$ cat src/rtl/ssr_pkg.sv
package ssr_pkg;

  localparam int unsigned CFG_IDX_W  = 3;
  localparam int unsigned CFG_DATA_W = 64;

  localparam logic [CFG_IDX_W-1:0] CFG_NEEDLE_BYTES  = 3'd0;
  localparam logic [CFG_IDX_W-1:0] CFG_NEEDLE_LENGTH = 3'd1;
  localparam logic [CFG_IDX_W-1:0] CFG_REPLACE_LOW   = 3'd2;
  localparam logic [CFG_IDX_W-1:0] CFG_REPLACE_HIGH  = 3'd3;
  localparam logic [CFG_IDX_W-1:0] CFG_REPLACE_LEN   = 3'd4;

  localparam int unsigned NEEDLE_LEN_W  = 4;
  localparam int unsigned REPLACE_LEN_W = 5;
  localparam int unsigned REPLACE_BYTES = 16;

  typedef struct packed {
    logic push;
    logic pop;
    logic clear;
  } win_ctrl_t;

endpackage

$ cat src/rtl/ssr_stream_if.sv
interface ssr_in_if;
  logic       valid;
  logic       ready;
  logic [7:0] in_byte;
  logic       in_last;

  modport source (output valid, output in_byte, output in_last, input ready);
  modport sink   (input valid, input in_byte, input in_last, output ready);
endinterface

interface ssr_out_if;
  logic       valid;
  logic       ready;
  logic [7:0] out_byte;
  logic       has_byte;
  logic       out_last;

  modport source (output valid, output out_byte, output has_byte, output out_last,
                  input ready);
  modport sink   (input valid, input out_byte, input has_byte, input out_last,
                  output ready);
endinterface

$ cat src/rtl/ssr_window.sv
module ssr_window #(
  parameter int unsigned DEPTH = 8
) (
  input  logic                         clk,
  input  logic                         rst_n,
  input  ssr_pkg::win_ctrl_t           ctrl,
  input  logic [7:0]                   push_byte,
  input  logic [8*DEPTH-1:0]           needle,
  input  logic [$clog2(DEPTH+1)-1:0]   len,
  output logic [7:0]                   oldest,
  output logic [$clog2(DEPTH+1)-1:0]   fill,
  output logic                         match
);

  localparam int unsigned FW  = $clog2(DEPTH + 1);
  localparam int unsigned WIW = (DEPTH > 1) ? $clog2(DEPTH) : 1;

  logic [7:0]    win_r [DEPTH];
  logic [FW-1:0] fill_r;
  logic [FW-1:0] fill_nxt;
  logic [DEPTH-1:0] byte_ok;

  always_comb begin
    fill_nxt = fill_r;
    if (ctrl.clear) begin
      fill_nxt = '0;
    end else if (ctrl.push) begin
      fill_nxt = fill_r + FW'(1);
    end else if (ctrl.pop) begin
      fill_nxt = fill_r - FW'(1);
    end
  end

  always_ff @(posedge clk) begin
    if (!rst_n) begin
      fill_r <= '0;
    end else begin
      fill_r <= fill_nxt;
    end
  end

  always_ff @(posedge clk) begin
    if (ctrl.push) begin
      win_r[fill_r[WIW-1:0]] <= push_byte;
    end else if (ctrl.pop) begin
      for (int i = 0; i < int'(DEPTH) - 1; i++) begin
        win_r[i] <= win_r[i+1];
      end
    end
  end

  always_comb begin
    for (int i = 0; i < int'(DEPTH); i++) begin
      byte_ok[i] = (FW'(i) >= len) || (win_r[i] == needle[8*i +: 8]);
    end
  end

  assign match  = &byte_ok;
  assign oldest = win_r[0];
  assign fill   = fill_r;

endmodule

$ cat src/rtl/stream_substring_replace.sv
// Streaming find-and-replace over a byte stream.
// Input transactions on in_ch carry one byte and an end flag. Result
// transactions on out_ch carry one byte, a flag saying whether the byte is
// valid, and an end flag on the final result of each text.
// Registers must be written by the user via cfg_we, cfg_index and cfg_wdata
// only while the block is idle (the block does not enforce this), and take
// effect from the next input transaction. Each accepted byte enters a window
// of up to MAX_NEEDLE bytes. A window of needle length equal to the needle is
// replaced; else the oldest bytes pass on until one less than the needle
// length remain, none at a text's end. Input is accepted in ST_IDLE, checked
// in ST_EVAL, and results leave from ST_POP, ST_REPL or ST_END. The sequencer
// emits at most one result per cycle through a single output register, while
// that register is free. in_ch is ready only while the sequencer idles. When
// the receiver stalls, the output register holds its result and the sequencer
// waits. Reset empties the window and clears the config and sequencer state.
module stream_substring_replace #(
  parameter int unsigned MAX_NEEDLE  = 8,
  parameter int unsigned MAX_REPLACE = 16
) (
  input  logic                            clk,
  input  logic                            rst_n,
  ssr_in_if.sink                          in_ch,
  ssr_out_if.source                       out_ch,
  input  logic                            cfg_we,
  input  logic [ssr_pkg::CFG_IDX_W-1:0]   cfg_index,
  input  logic [ssr_pkg::CFG_DATA_W-1:0]  cfg_wdata
);

  localparam int unsigned FW  = $clog2(MAX_NEEDLE + 1);
  localparam int unsigned RLW = $clog2(MAX_REPLACE + 1);
  localparam int unsigned RIW = (MAX_REPLACE > 1) ? $clog2(MAX_REPLACE) : 1;

  typedef enum logic [4:0] {
    ST_IDLE = 5'b00001,
    ST_EVAL = 5'b00010,
    ST_POP  = 5'b00100,
    ST_REPL = 5'b01000,
    ST_END  = 5'b10000
  } state_t;

  logic [63:0]                         needle_bytes_r;
  logic [ssr_pkg::NEEDLE_LEN_W-1:0]    needle_length_r;
  logic [63:0]                         replace_low_r;
  logic [63:0]                         replace_high_r;
  logic [ssr_pkg::REPLACE_LEN_W-1:0]   replace_length_r;

  state_t         state_r, state_nxt;
  logic           last_r, last_nxt;
  logic [FW-1:0]  target_r, target_nxt;
  logic [RLW-1:0] idx_r, idx_nxt;

  logic       out_valid_r;
  logic [7:0] out_byte_r;
  logic       has_byte_r;
  logic       out_last_r;

  logic       emit;
  logic [7:0] emit_byte;
  logic       emit_has;
  logic       emit_last;
  logic       slot_free;
  logic       in_accept;

  logic [FW-1:0]  len_eff;
  logic [FW-1:0]  keep;
  logic [RLW-1:0] rep_eff;
  logic [7:0]     rep_bytes [MAX_REPLACE];
  logic [127:0]   rep_word;

  ssr_pkg::win_ctrl_t win_ctrl;
  logic [7:0]         win_oldest;
  logic [FW-1:0]      win_fill;
  logic               win_match;

  always_ff @(posedge clk) begin
    if (!rst_n) begin
      needle_bytes_r   <= '0;
      needle_length_r  <= '0;
      replace_low_r    <= '0;
      replace_high_r   <= '0;
      replace_length_r <= '0;
    end else if (cfg_we) begin
      case (cfg_index)
        ssr_pkg::CFG_NEEDLE_BYTES:  needle_bytes_r   <= cfg_wdata;
        ssr_pkg::CFG_NEEDLE_LENGTH: needle_length_r  <= cfg_wdata[ssr_pkg::NEEDLE_LEN_W-1:0];
        ssr_pkg::CFG_REPLACE_LOW:   replace_low_r    <= cfg_wdata;
        ssr_pkg::CFG_REPLACE_HIGH:  replace_high_r   <= cfg_wdata;
        ssr_pkg::CFG_REPLACE_LEN:   replace_length_r <= cfg_wdata[ssr_pkg::REPLACE_LEN_W-1:0];
        default: begin
        end
      endcase
    end
  end

  assign len_eff = (needle_length_r > ssr_pkg::NEEDLE_LEN_W'(MAX_NEEDLE)) ?
                   FW'(MAX_NEEDLE) : needle_length_r[FW-1:0];
  assign rep_eff = (replace_length_r > ssr_pkg::REPLACE_LEN_W'(MAX_REPLACE)) ?
                   RLW'(MAX_REPLACE) : replace_length_r[RLW-1:0];
  assign keep    = (len_eff != '0) ? len_eff - FW'(1) : '0;

  assign rep_word = {replace_high_r, replace_low_r};
  always_comb begin
    for (int i = 0; i < int'(MAX_REPLACE); i++) begin
      rep_bytes[i] = rep_word[8*i +: 8];
    end
  end

  ssr_window #(
    .DEPTH(MAX_NEEDLE)
  ) u_window (
    .clk      (clk),
    .rst_n    (rst_n),
    .ctrl     (win_ctrl),
    .push_byte(in_ch.in_byte),
    .needle   (needle_bytes_r[8*MAX_NEEDLE-1:0]),
    .len      (len_eff),
    .oldest   (win_oldest),
    .fill     (win_fill),
    .match    (win_match)
  );

  assign slot_free   = !out_valid_r || out_ch.ready;
  assign in_ch.ready = (state_r == ST_IDLE);
  assign in_accept   = in_ch.valid && in_ch.ready;

  always_comb begin
    state_nxt  = state_r;
    last_nxt   = last_r;
    target_nxt = target_r;
    idx_nxt    = idx_r;
    win_ctrl   = '0;
    emit       = 1'b0;
    emit_byte  = '0;
    emit_has   = 1'b1;
    emit_last  = 1'b0;
    case (state_r)
      ST_IDLE: begin
        if (in_accept) begin
          win_ctrl.push = 1'b1;
          last_nxt      = in_ch.in_last;
          state_nxt     = ST_EVAL;
        end
      end
      ST_EVAL: begin
        if ((win_fill == len_eff) && (len_eff != '0) && win_match) begin
          win_ctrl.clear = 1'b1;
          idx_nxt        = '0;
          if (rep_eff != '0) begin
            state_nxt = ST_REPL;
          end else if (last_r) begin
            state_nxt = ST_END;
          end else begin
            state_nxt = ST_IDLE;
          end
        end else begin
          target_nxt = last_r ? '0 : keep;
          state_nxt  = (win_fill > target_nxt) ? ST_POP : ST_IDLE;
        end
      end
      ST_POP: begin
        if (slot_free) begin
          emit         = 1'b1;
          emit_byte    = win_oldest;
          emit_last    = last_r && (win_fill == FW'(1));
          win_ctrl.pop = 1'b1;
          if ((win_fill - FW'(1)) == target_r) begin
            state_nxt = ST_IDLE;
          end
        end
      end
      ST_REPL: begin
        if (slot_free) begin
          emit      = 1'b1;
          emit_byte = rep_bytes[idx_r[RIW-1:0]];
          emit_last = last_r && ((idx_r + RLW'(1)) == rep_eff);
          idx_nxt   = idx_r + RLW'(1);
          if ((idx_r + RLW'(1)) == rep_eff) begin
            state_nxt = ST_IDLE;
          end
        end
      end
      ST_END: begin
        if (slot_free) begin
          emit      = 1'b1;
          emit_has  = 1'b0;
          emit_last = 1'b1;
          state_nxt = ST_IDLE;
        end
      end
      default: begin
        state_nxt = ST_IDLE;
      end
    endcase
  end

  always_ff @(posedge clk) begin
    if (!rst_n) begin
      state_r     <= ST_IDLE;
      last_r      <= 1'b0;
      target_r    <= '0;
      idx_r       <= '0;
      out_valid_r <= 1'b0;
    end else begin
      state_r  <= state_nxt;
      last_r   <= last_nxt;
      target_r <= target_nxt;
      idx_r    <= idx_nxt;
      if (emit) begin
        out_valid_r <= 1'b1;
      end else if (out_ch.ready) begin
        out_valid_r <= 1'b0;
      end
    end
  end

  always_ff @(posedge clk) begin
    if (emit) begin
      out_byte_r <= emit_byte;
      has_byte_r <= emit_has;
      out_last_r <= emit_last;
    end
  end

  assign out_ch.valid    = out_valid_r;
  assign out_ch.out_byte = out_byte_r;
  assign out_ch.has_byte = has_byte_r;
  assign out_ch.out_last = out_last_r;

endmodule
$ cat src/flat_wrapper.sv
// flat-port wrapper written by rule: the top's interface ports become plain ports
module stream_substring_replace_flat 
#(
  parameter int unsigned MAX_NEEDLE  = 8,
  parameter int unsigned MAX_REPLACE = 16
)
  (clk, rst_n, cfg_we, cfg_index, cfg_wdata, in_ch_valid, in_ch_in_byte, in_ch_in_last, in_ch_ready, out_ch_valid, out_ch_out_byte, out_ch_has_byte, out_ch_out_last, out_ch_ready);
  ssr_in_if in_ch_i ();
  ssr_out_if out_ch_i ();
  input  logic clk;
  input  logic rst_n;
  input  logic cfg_we;
  input  logic [ssr_pkg::CFG_IDX_W-1:0] cfg_index;
  input  logic [ssr_pkg::CFG_DATA_W-1:0] cfg_wdata;
  input wire logic [$bits(in_ch_i.valid)-1:0] in_ch_valid;
  input wire logic [$bits(in_ch_i.in_byte)-1:0] in_ch_in_byte;
  input wire logic [$bits(in_ch_i.in_last)-1:0] in_ch_in_last;
  output wire logic [$bits(in_ch_i.ready)-1:0] in_ch_ready;
  output wire logic [$bits(out_ch_i.valid)-1:0] out_ch_valid;
  output wire logic [$bits(out_ch_i.out_byte)-1:0] out_ch_out_byte;
  output wire logic [$bits(out_ch_i.has_byte)-1:0] out_ch_has_byte;
  output wire logic [$bits(out_ch_i.out_last)-1:0] out_ch_out_last;
  input wire logic [$bits(out_ch_i.ready)-1:0] out_ch_ready;
  assign in_ch_i.valid = in_ch_valid;
  assign in_ch_i.in_byte = in_ch_in_byte;
  assign in_ch_i.in_last = in_ch_in_last;
  assign in_ch_ready = in_ch_i.ready;
  assign out_ch_valid = out_ch_i.valid;
  assign out_ch_out_byte = out_ch_i.out_byte;
  assign out_ch_has_byte = out_ch_i.has_byte;
  assign out_ch_out_last = out_ch_i.out_last;
  assign out_ch_i.ready = out_ch_ready;
  stream_substring_replace #(.MAX_NEEDLE(MAX_NEEDLE), .MAX_REPLACE(MAX_REPLACE)) u_core (.clk(clk), .rst_n(rst_n), .in_ch(in_ch_i), .out_ch(out_ch_i), .cfg_we(cfg_we), .cfg_index(cfg_index), .cfg_wdata(cfg_wdata));
endmodule
$ cat config.mk
export PLATFORM = sky130hd
export DESIGN_NAME = stream_substring_replace_flat
export DESIGN_NICKNAME = d
export VERILOG_FILES = /design/src/rtl/ssr_pkg.sv /design/src/rtl/ssr_stream_if.sv /design/src/rtl/ssr_window.sv /design/src/rtl/stream_substring_replace.sv /design/src/flat_wrapper.sv
export SDC_FILE = /design/constraint.sdc
export NUM_CORES = 1
export LEC_CHECK = 0
export ABC_AREA = 1
export BUFFER_PORTS_ARGS = -buffer_cell sky130_fd_sc_hd__buf_2
export CORE_UTILIZATION = 35
export DETAILED_ROUTE_END_ITERATION = 8
export PLACE_DENSITY = 0.56
export SYNTH_ARGS = -nofsm -noshare
export SYNTH_HDL_FRONTEND = slang
export SYNTH_HIERARCHICAL = 1
export SYNTH_SLANG_ARGS = --single-unit
$ cat constraint.sdc
create_clock -name clk -period 2.65 [get_ports clk]
set_clock_uncertainty 0.15 [all_clocks]
set_input_delay 0.1325 -clock clk [delete_from_list [all_inputs] [get_ports clk]]
set_output_delay 0.1325 -clock clk [all_outputs]
set_load 0.01 [all_outputs]
==> flow_summary_export.csv, run 1 <==
group,metric,value,unit
setup_path,cp-end-kind,"register",
power_and_ir_drop,p_per_area,747,mW/mm2
clock_tree,numCtsBuffers,34,
synth,synth_xor_area_frac,0.0343,
synth,synth.area.mux_share,0,
setup_path,cp.arrival,2.53,ns
cells_and_area,nets,2067,
cells_and_area,final_cell_count_no_fill,2509,
global_route,grt_max_degree,67,
cells_and_area,fillers,3798,
placed_design,place_area,0.0148,mm2
sta,layout_setup_ws,0.177,ns
synth,synth_edf_count,74,
synth,syn_area,0.0135,mm2
floorplan,ioPinCount,93,
global_route,grt_pass1_wl,69500,um
clock_tree,cts.sinks,295,
synth,synth_compound_area_frac,0.167,
sta,rsz0062_at_grt,"true",
synth,synth_nets,1905,
setup_path,slowest_delay,0.35,ns
power_and_ir_drop,p_clk_frac,0.390,
route,drcViolationCount,0,
placed_design,dp_hpwl,32000,um
synth,yosys.area_share.simple,0.221,
sta,hold_viol,0,
clock_tree,htree_levels,2,
placed_design,io_buffers,92,
synth,yosysUniqueCellTypes,34,
cells_and_area,layout_common_cells,"nor2_1, nand2_1, o21ai_0",
clock_tree,clkSlewWorstSetupHoldPaths,0.06,ns
clock_tree,clockBufferDepth,3,
route,dr.first_iter.drc_count,881,
cells_and_area,drive_gt1_frac,0.117,
synth,synth_seq_area_share,0.491,
power_and_ir_drop,p_sw,0.00366,W
sta,holdWs,0.0228,ns
route,wl_per_cell,18.2,um
power_and_ir_drop,p_int,0.00887,W
cells_and_area,final_common_cell,"nor2_1",
setup_path,startpoint_type,"register",
setup_path,crit_type,"reg -> reg",
synth,ys_ff_latch,295,
sta,slew_violations,0,
run,maxCapViolations,0,
placed_design,place_inst,2368,
power_and_ir_drop,ir_drop,0.000344,V
global_route,grt.total_usage,0.233,
clock_tree,cts_root_buf,"clkbuf_16",
global_route,grt-ovfl-total,0,
global_route,antenna_found_initial,0,
synth,yosys_warnings,6,
synth,synth_top_family_by_area,"simple AND/OR/NAND/NOR gates",
global_route,grt_pass1_vias,11700,
floorplan,dieArea,0.0394,mm2
synth,synthFlopType,"dfxtp_1",
setup_path,crit_top_cell,"nor2_1",
power_and_ir_drop,p_seq_frac,0.419,
setup_path,cp_num_buf_inv,3,
route,detail_route.vias_per_cell,5.01,
placed_design,dp_slack,0.128,ns
synth,async_flop_share,0,
setup_path,slowest_stage,"dfxtp_1",
cells_and_area,fin_area,0.0168,mm2
route,postRouteAntennaNets,0,
sta,period_share,0.933,
placed_design,gp_congestion,0.894,
route,num_vias,12600,
synth,synth_cells,1812,
synth,synth_fa_ha_area_frac,0.0117,
clock_tree,clock_latency,0.52,ns
sta,finalSetupViolCount,0,
synth,avgSynthCellArea,7.47,um2
sta,slew_headroom,0.547,
power_and_ir_drop,power,0.0125,W
setup_path,cp_cell_sequence,"nor2_1 -> nand3_1 -> nor2_1 -> inv_1 -> nor2_4 -> buf_6 -> a21oi_1 -> o21ai_0 -> buf_4",
floorplan,core,0.0378,mm2
cells_and_area,areaGrowthSynthToFinish,23.9,%
cells_and_area,n_antenna_cell,0,
floorplan,std_cell_rows,71,
clock_tree,cts_tree,"yes",
power_and_ir_drop,leakagePower,6.60,nW
status,status,"completed",
hold_path,min_path_type,"in -> reg",
setup_path,required,2.71,ns
power_and_ir_drop,p_comb_frac,0.192,
floorplan,start_util,0.358,
floorplan,die_x,199,um
sta,fmax,404,MHz
power_and_ir_drop,swShare,0.292,
setup_path,worst-path-max-fanout,31,
sta,tightest_slew,0.679,ns
setup_path,critPathTopFamily,"simple AND/OR/NAND/NOR gates",
route,wl,45700,um
route,dr.pass1.iters,5,
floorplan,die_y,199,um
sta,fin_crit,2.47,ns
metrics by stage:
step,setup TNS (ns),utilization
finish,0,0.443
global route,-0.371,0.443
CTS,0,0.442
detailed placement,0,0.390
global placement,0,0.390
floorplan,-1.18,-
flip-flops by register name, summed over array words and instances (netlist names):
register / count
u_core/needle_bytes_r: 64
u_core/replace_high_r: 64
u_core/replace_low_r: 64
u_core/u_window/win_r: 64
u_core/out_ch.out_byte: 8
u_core/idx_r: 5
u_core/replace_length_r: 5
u_core/state_r: 5
u_core/needle_length_r: 4
u_core/target_r: 4
u_core/u_window/fill: 4
u_core/last_r: 1
u_core/out_ch.has_byte: 1
u_core/out_ch.out_last: 1
u_core/out_ch.valid: 1
power groups by stage:
stage	Sequential (W)	Combinational (W)	Clock [W]
after global routing	0.00527	0.00272	0.00515
after CTS	0.00524	0.00235	0.00495
after global placement	0.00533	0.00222	0
after detailed placement	0.00533	0.00224	0
final	0.00524	0.00240	0.00488
after floorplan	0.00529	0.00146	0
cells by family (layout without fill, tap and decap cells):
group | Yosys count | after routing
xor+xnor | 53 | 53
fa+ha+maj | 12 | 12
simple gates | 749 | 749
compound gates | 441 | 441
buf+inv | 262 | 448
flops | 295 | 295
synthesized netlist by cell type (7+ instances only):
master | number | area [um2]
nor2_1 | 346 | 1300
nand2_1 | 306 | 1150
o21ai_0 | 288 | 1440
dfxtp_1 | 221 | 4420
inv_1 | 157 | 589
a21oi_1 | 124 | 621
clkbuf_1 | 79 | 297
edfxtp_1 | 74 | 2220
nand3_1 | 70 | 350
xnor2_1 | 53 | 464
buf_2 | 14 | 70.1
nand4_1 | 14 | 87.6
o22ai_1 | 14 | 87.6
ha_1 | 11 | 138
inv_2 | 7 | 26.3
timing repair:
| item | CTS | global route |
|---|---|---|
| setup endpoints to repair | 0 | 32 |
| setup buffers | 0 | 3 |
| endpoints found under the hold margin | 224 | 0 |
| resized for setup | 0 | 11 |
| hold buffers | 78 | 0 |
path summary, 6_finish.rpt:
path	from	to	slack (ns)	cells after the start
setup reg to reg	u_core/state_r[1]	u_core/u_window/win_r[4][4]	0.18	9
setup / recovery	u_core/state_r[1]	u_core/u_window/win_r[4][4]	0.18	9
hold / removal	in_ch_in_byte[6]	u_core/u_window/win_r[3][6]	0.02	3
hold reg to reg	u_core/replace_high_r[40]	u_core/replace_high_r[40]	0.29	2
layer usage:
layer  track usage  up-vias  wire length, um
met5             0        -                0
met1         0.313     5880            20400
met2         0.382      397            21200
li1              -     6214                -
met3        0.0351       78             2830
met4        0.0746        0             1320
final cells by class:
cell class | instances | area [um2] | area share
clock buffers | 48 | 1020 | 0.0606
clock inverters | 12 | 140 | 0.00836
inverters | 164 | 616 | 0.0367
multi-input cells | 1255 | 5940 | 0.354
flip-flops and latches | 295 | 6650 | 0.397
well taps | 511 | 639 | 0.0381
repair buffers | 224 | 1770 | 0.105
worst register-to-register path: stages, from the launching register on:
cell and delay (ns):
dfxtp_1 0.35, nor2_1 0.22, nand3_1 0.16, nor2_1 0.24, inv_1 0.11, nor2_4 0.15, buf_6 0.26, a21oi_1 0.10
o21ai_0 0.22, buf_4 0.21
No activity file was read; power rests on OpenSTA's default activity.
==> run 2, diff against run 1 <==
CTS_BUF_LIST = sky130_fd_sc_hd__clkbuf_8   (was default)
MAX_ROUTING_LAYER = met4   (was default)
==> run 2 against run 1 <==
Via count shrank 0.62%. Hold slack better by 0.20 ns. Sequential share of layout area rose by 0.29 points. Power shrank 5.7%. Utilization fell by 0.32 points. Fmax fell by 1.1%. Sequential power about the same. Cell count grew 1.5%. Count of clock-buffer cells in the layout up 17. Sequential cell count unchanged. Clock power is 14% lower. First-iteration DRC count up 0.11%. Largest cell class unchanged. Largest power group unchanged. Highest routed layer unchanged.
==> flow_summary_export.csv, run 2 (synthesized netlist as in run 1, its figures left out) <==
group,metric,value,unit
status,status,"completed",
hold_path,holdPathEnd,"u_core/replace_low_r[16]",
clock_tree,htree_levels,2,
sta,rsz0062_at_grt,"true",
setup_path,cp.arrival,2.84,ns
cells_and_area,nets,2086,
placed_design,io_buffers,92,
sta,fmax,400,MHz
clock_tree,clockBufferDepth,3,
global_route,grt_max_degree,129,
setup_path,r2r_start,"u_core/needle_length_r[0]",
sta,setup_tns,0,ns
floorplan,die_x,199,um
power_and_ir_drop,leakagePower,6.63,nW
cells_and_area,final_cell_count_no_fill,2546,
setup_path,regToRegSetupSlack,0.20,ns
global_route,grt_pass1_vias,11900,
power_and_ir_drop,p_clk_frac,0.357,
global_route,grt-ovfl-total,0,
setup_path,rr_endpoint,"u_core/state_r[0]",
route,wl,44600,um
clock_tree,cts_setup_buffers,0,
hold_path,hold_start,"cfg_wdata[16]",
global_route,grt_pass1_wl,68600,um
cells_and_area,final_common_cell,"nor2_1",
floorplan,core,0.0378,mm2
sta,period_share,0.943,
cells_and_area,utilization,0.440,
route,postRouteAntennaNets,0,
sta,hold_viol,0,
route,dr.pass1.iters,7,
run,maxCapViolations,0,
sta,slew_violations,0,
sta,finalSetupViolCount,0,
power_and_ir_drop,p_int,0.00818,W
clock_tree,clock_latency,0.61,ns
power_and_ir_drop,ir_drop,0.000307,V
clock_tree,cts_tree,"yes",
clock_tree,cts.sinks,295,
sta,slew_headroom,0.530,
power_and_ir_drop,p_sw,0.00364,W
floorplan,std_cell_rows,71,
placed_design,place_inst,2365,
route,wl_per_cell,17.5,um
floorplan,start_util,0.358,
global_route,antenna_found_initial,2,
floorplan,die_y,199,um
power_and_ir_drop,p_seq_frac,0.443,
clock_tree,clkSlewWorstSetupHoldPaths,0.06,ns
power_and_ir_drop,p_per_area,710,mW/mm2
cells_and_area,drive_gt1_frac,0.121,
sta,tightest_slew,0.705,ns
global_route,grt.total_usage,0.238,
placed_design,dp_hpwl,31100,um
route,num_vias,12500,
setup_path,worst-path-max-fanout,34,
floorplan,ioPinCount,93,
setup_path,startpoint_type,"primary input",
cells_and_area,layout_common_cells,"nor2_1, nand2_1, o21ai_0",
placed_design,gp_congestion,0.890,
setup_path,reg2regPathDepth,16,
route,drcViolationCount,0,
power_and_ir_drop,swShare,0.308,
sta,holdWs,0.221,ns
route,detail_route.vias_per_cell,4.91,
setup_path,cp-end-kind,"register",
sta,fin_crit,2.50,ns
setup_path,required,2.99,ns
cells_and_area,areaGrowthSynthToFinish,23.0,%
clock_tree,numCtsBuffers,52,
hold_path,hold_depth,4,
hold_path,min_path_type,"in -> reg",
floorplan,dieArea,0.0394,mm2
clock_tree,cts_root_buf,"clkbuf_8",
power_and_ir_drop,p_comb_frac,0.200,
route,dr.first_iter.drc_count,882,
setup_path,crit_type,"in -> reg",
-- run 2: final cells by class --
type / instances / area [um2]
fill: 3877 / 21200
clock inverter: 30 / 153
antenna: 1 / 2.50
sequential: 295 / 6650
multi-input combinational: 1255 / 5930
inverter: 164 / 616
tap: 511 / 639
timing repair buffer: 225 / 1760
clock buffer: 65 / 895
-- run 2: routing by layer --
| metal | GRT usage | part of all wire | vias up | routed length (um) |
|---|---|---|---|---|
| li1 | - | - | 6256 | - |
| met1 | 0.304 | 0.45 | 5752 | 20100 |
| met2 | 0.373 | 0.46 | 398 | 20400 |
| met3 | 0.0381 | 0.060 | 85 | 2670 |
| met4 | 0.0969 | 0.034 | 0 | 1500 |
| met5 | - | 0 | - | 0 |
-- run 2: per-stage QoR --
stage / worst slack [ns] / area (um2) / total power (W)
after floorplan: -0.0683 / 13600 / 0.00675
after global placement: 0.106 / 14700 / 0.00752
after detailed placement: 0.118 / 14700 / 0.00755
after CTS: 0.0878 / 16600 / 0.0119
after global routing: -0.0185 / 16600 / 0.0125
final: 0.150 / 16600 / 0.0118
-- run 2: critical path: stages --
cell and delay (ns):
dlygate4sd3_1 0.54, buf_2 0.13, nor2_1 0.29, dlygate4sd3_1 0.65, nand2_2 0.13, buf_4 0.29, buf_4 0.27, o21ai_0 0.30
nor2_1 0.07
-- run 2: how the worst max path moves through the flow --
stage          cells after the start                 startpoint                          end  slack (ns)
4_1_cts                           16  u_core/needle_length_r[0]            u_core/state_r[0]        0.09
3_5_place_dp                      16  u_core/needle_length_r[0]            u_core/state_r[0]        0.12
6_report                           9               cfg_index[2]    u_core/needle_bytes_r[49]        0.15
5_1_grt                           16  u_core/needle_length_r[0]            u_core/state_r[0]       -0.02
3_3_place_gp                      16  u_core/needle_length_r[0]            u_core/state_r[0]        0.11
2_1_floorplan                     10          u_core/state_r[3]  u_core/u_window/win_r[3][0]       -0.07
-- run 2: repair_timing --
item / CTS / global route
gates resized for setup: 0 / 10
setup endpoints to repair: 0 / 17
endpoints found under the hold margin: 264 / 0
hold buffers: 85 / 0
-- run 2: power groups by stage --
stage	Combinational, W	Sequential, W	Clock, W
2_1_floorplan	0.00146	0.00529	0
3_3_place_gp	0.00220	0.00532	0
3_5_place_dp	0.00222	0.00532	0
4_1_cts	0.00234	0.00523	0.00433
5_1_grt	0.00268	0.00526	0.00452
6_report	0.00236	0.00523	0.00422
==> run 3, diff against run 2 <==
ABC_AREA = 0   (was 1)
==> run 3 against run 2 <==
Fmax shrank 5.4%. Clock power fell by 4%. Via count shrank 14%.
==> flow_summary_export.csv, run 3 <==
group,metric,value,unit
status,status,"completed",
sta,setup_tns,0,ns
power_and_ir_drop,p_sw,0.00265,W
global_route,antenna_found_initial,5,
sta,finalSetupViolCount,0,
synth,yosysUniqueCellTypes,55,
power_and_ir_drop,p_per_area,608,mW/mm2
route,dr.first_iter.drc_count,640,
synth,synth_cells,1391,
hold_path,hold_depth,4,
clock_tree,cts_root_buf,"clkbuf_8",
sta,hold_viol,0,
synth,synth_top_area_share,0.323,
setup_path,crit_type,"reg -> reg",
power_and_ir_drop,swShare,0.259,
synth,ys_ff_latch,295,
synth,synth_top_cell_by_area,"dfxtp_1",
setup_path,startpoint_type,"register",
cells_and_area,n_antenna_cell,0,
floorplan,die_x,200,um
placed_design,dp_hpwl,27200,um
synth,async_flop_share,0,
floorplan,die_y,200,um
setup_path,worst-path-max-fanout,7,
synth,synthFlopType,"dfxtp_1",
clock_tree,cts_tree,"yes",
sta,tightest_slew,0.726,ns
placed_design,gp_congestion,0.882,
cells_and_area,nets,1676,
floorplan,ioPinCount,93,
sta,slew_violations,0,
sta,slew_headroom,0.514,
clock_tree,numCtsBuffers,50,
clock_tree,clkSlewWorstSetupHoldPaths,0.06,ns
synth,avgSynthCellArea,9.85,um2
setup_path,required,2.98,ns
route,detail_route.vias_per_cell,5.01,
cells_and_area,multiInputGateArea,0.00669,mm2
setup_path,cp-end-kind,"register",
cells_and_area,areaGrowthSynthToFinish,23.2,%
cells_and_area,final_common_cell,"nand2_1",
sta,fmax,379,MHz
clock_tree,htree_levels,2,
synth,yosysMostFrequentCell,"nand2_1",
power_and_ir_drop,p_comb_frac,0.127,
floorplan,core,0.0386,mm2
cells_and_area,regArea,0.00665,mm2
route,drcViolationCount,0,
route,wl,39700,um
power_and_ir_drop,ir_drop,0.000361,V
placed_design,dp_slack,-0.206,ns
power_and_ir_drop,p_int,0.00760,W
setup_path,cp.arrival,2.97,ns
route,postRouteAntennaNets,0,
synth,syn_area,0.0137,mm2
cells_and_area,drive_gt1_frac,0.162,
synth,yosys_warnings,6,
placed_design,io_buffers,92,
hold_path,min_path_type,"in -> reg",
synth,synth_top_cells_by_count,"nand2_1, dfxtp_1, a21boi_0, edfxtp_1, clkbuf_1",
sta,layout_setup_ws,0.00819,ns
power_and_ir_drop,leakagePower,6.27,nW
global_route,grt.total_usage,0.207,
floorplan,start_util,0.355,
sta,fin_crit,2.64,ns
route,num_vias,10700,
setup_path,reg2regPathDepth,12,
clock_tree,cts.sinks,295,
synth,synth_seq_area_share,0.485,
global_route,grt_max_degree,116,
cells_and_area,fillers,3727,
global_route,grt_pass1_wl,60500,um
global_route,grt_pass1_vias,10500,
synth,synthTopCellsByArea,"dfxtp_1, edfxtp_1, nand2_1",
power_and_ir_drop,p_seq_frac,0.480,
route,dr.pass1.iters,5,
clock_tree,clockBufferDepth,3,
cells_and_area,layout_common_cells,"nand2_1, dfxtp_1, a21boi_0",
clock_tree,clock_latency,0.59,ns
route,wl_per_cell,18.6,um
floorplan,dieArea,0.0400,mm2
sta,period_share,0.997,
floorplan,std_cell_rows,72,
power_and_ir_drop,p_clk_frac,0.394,
run,maxCapViolations,0,
synth,synth_edf_count,74,
synth,synth_nets,1484,
global_route,grt-ovfl-total,0,
sta,rsz0062_at_grt,"true",
## run 3: cell count changes after synthesis, sizes merged, moves of 64 or more
cell / previous run / this run
nor2: 348 / 24
inv: 164 / 12
nand2: 310 / 405
a21oi: 124 / 11
nand3: 71 / 7
a21boi: 0 / 193
o21ai: 293 / 14
## run 3: what timing repair did
action,CTS,global route
hold buffers,80,0
endpoints found under the hold margin,270,0
endpoints found under the setup margin,15,16
buffers inserted,4,0
gates resized for setup,12,8
pin swaps,17,7
## run 3: per-layer routing
layer	GRT usage	part of all wire	vias up
li1	-	-	5190
met1	0.272	0.46	5158
met2	0.323	0.46	281
met3	0.0318	0.046	78
met4	0.0777	0.031	0
met5	-	0	-
## run 3: path summary, 6_finish.rpt
kind              slack (ns)                   startpoint                          to
hold reg to reg         0.31    u_core/replace_high_r[10]   u_core/replace_high_r[10]
setup / recovery       0.008  u_core/u_window/win_r[3][4]             u_core/idx_r[3]
setup reg to reg       0.008  u_core/u_window/win_r[3][4]             u_core/idx_r[3]
hold / removal          0.03                       cfg_we  u_core/replace_length_r[0]
## run 3: per-stage QoR
stage	utilization	cell area (um2)	power [W]	cells	hold slack (ns)
after floorplan	-	13700	0.00571	1391	0.127
after detailed placement	0.387	15000	0.00619	1966	0.255
after global routing	0.437	16900	0.0107	2139	0.0399
after CTS	0.436	16800	0.0103	2139	0.00377
after global placement	0.387	15000	0.00616	1966	0.255
final	0.437	16900	0.0103	2139	0.0315
## run 3: critical path, cell delays in order (launching register included)
cell      delay [ns]
edfxtp_1        0.43
xor2_1          0.18
nor4_2          0.31
buf_4           0.16
nand4_1         0.07
o211a_1         0.16
nor3_2          0.18
buf_4           0.15
inv_2           0.04
nor4bb_4        0.29
buf_6           0.17
nor2_4          0.04
o221a_4         0.20
## run 3: final cells by class
| type | count | share of cell area |
|---|---|---|
| Clock buffer | 59 | 0.0481 |
| Clock inverter | 31 | 0.0104 |
| Inverter | 12 | 0.00267 |
| Multi-Input combinational cell | 988 | 0.396 |
| Sequential cell | 295 | 0.394 |
| Tap cell | 518 | 0.0384 |
| Timing Repair Buffer | 236 | 0.110 |
## run 3: cell families (layout without fill, tap and decap cells)
group                    count (synthesis)  in the layout  synth area share
AO/OA/AOI/OAI                          308            308             0.167
XOR/XNOR                                82             82            0.0534
adder cells (fa/ha/maj)                 12             12            0.0115
buffers and inverters                  108            338            0.0363
flip-flops                             295            295             0.485
multiplexers                            55             55            0.0833
AND/OR/NAND/NOR                        531            531             0.164
## run 3: power groups by stage
stage | clock network (W) | logic, W | registers (W)
2_1_floorplan | 0 | 0.000703 | 0.00501
3_3_place_gp | 0 | 0.00116 | 0.00501
3_5_place_dp | 0 | 0.00118 | 0.00501
4_1_cts | 0.00413 | 0.00129 | 0.00492
5_1_grt | 0.00435 | 0.00143 | 0.00494
6_report | 0.00404 | 0.00130 | 0.00492
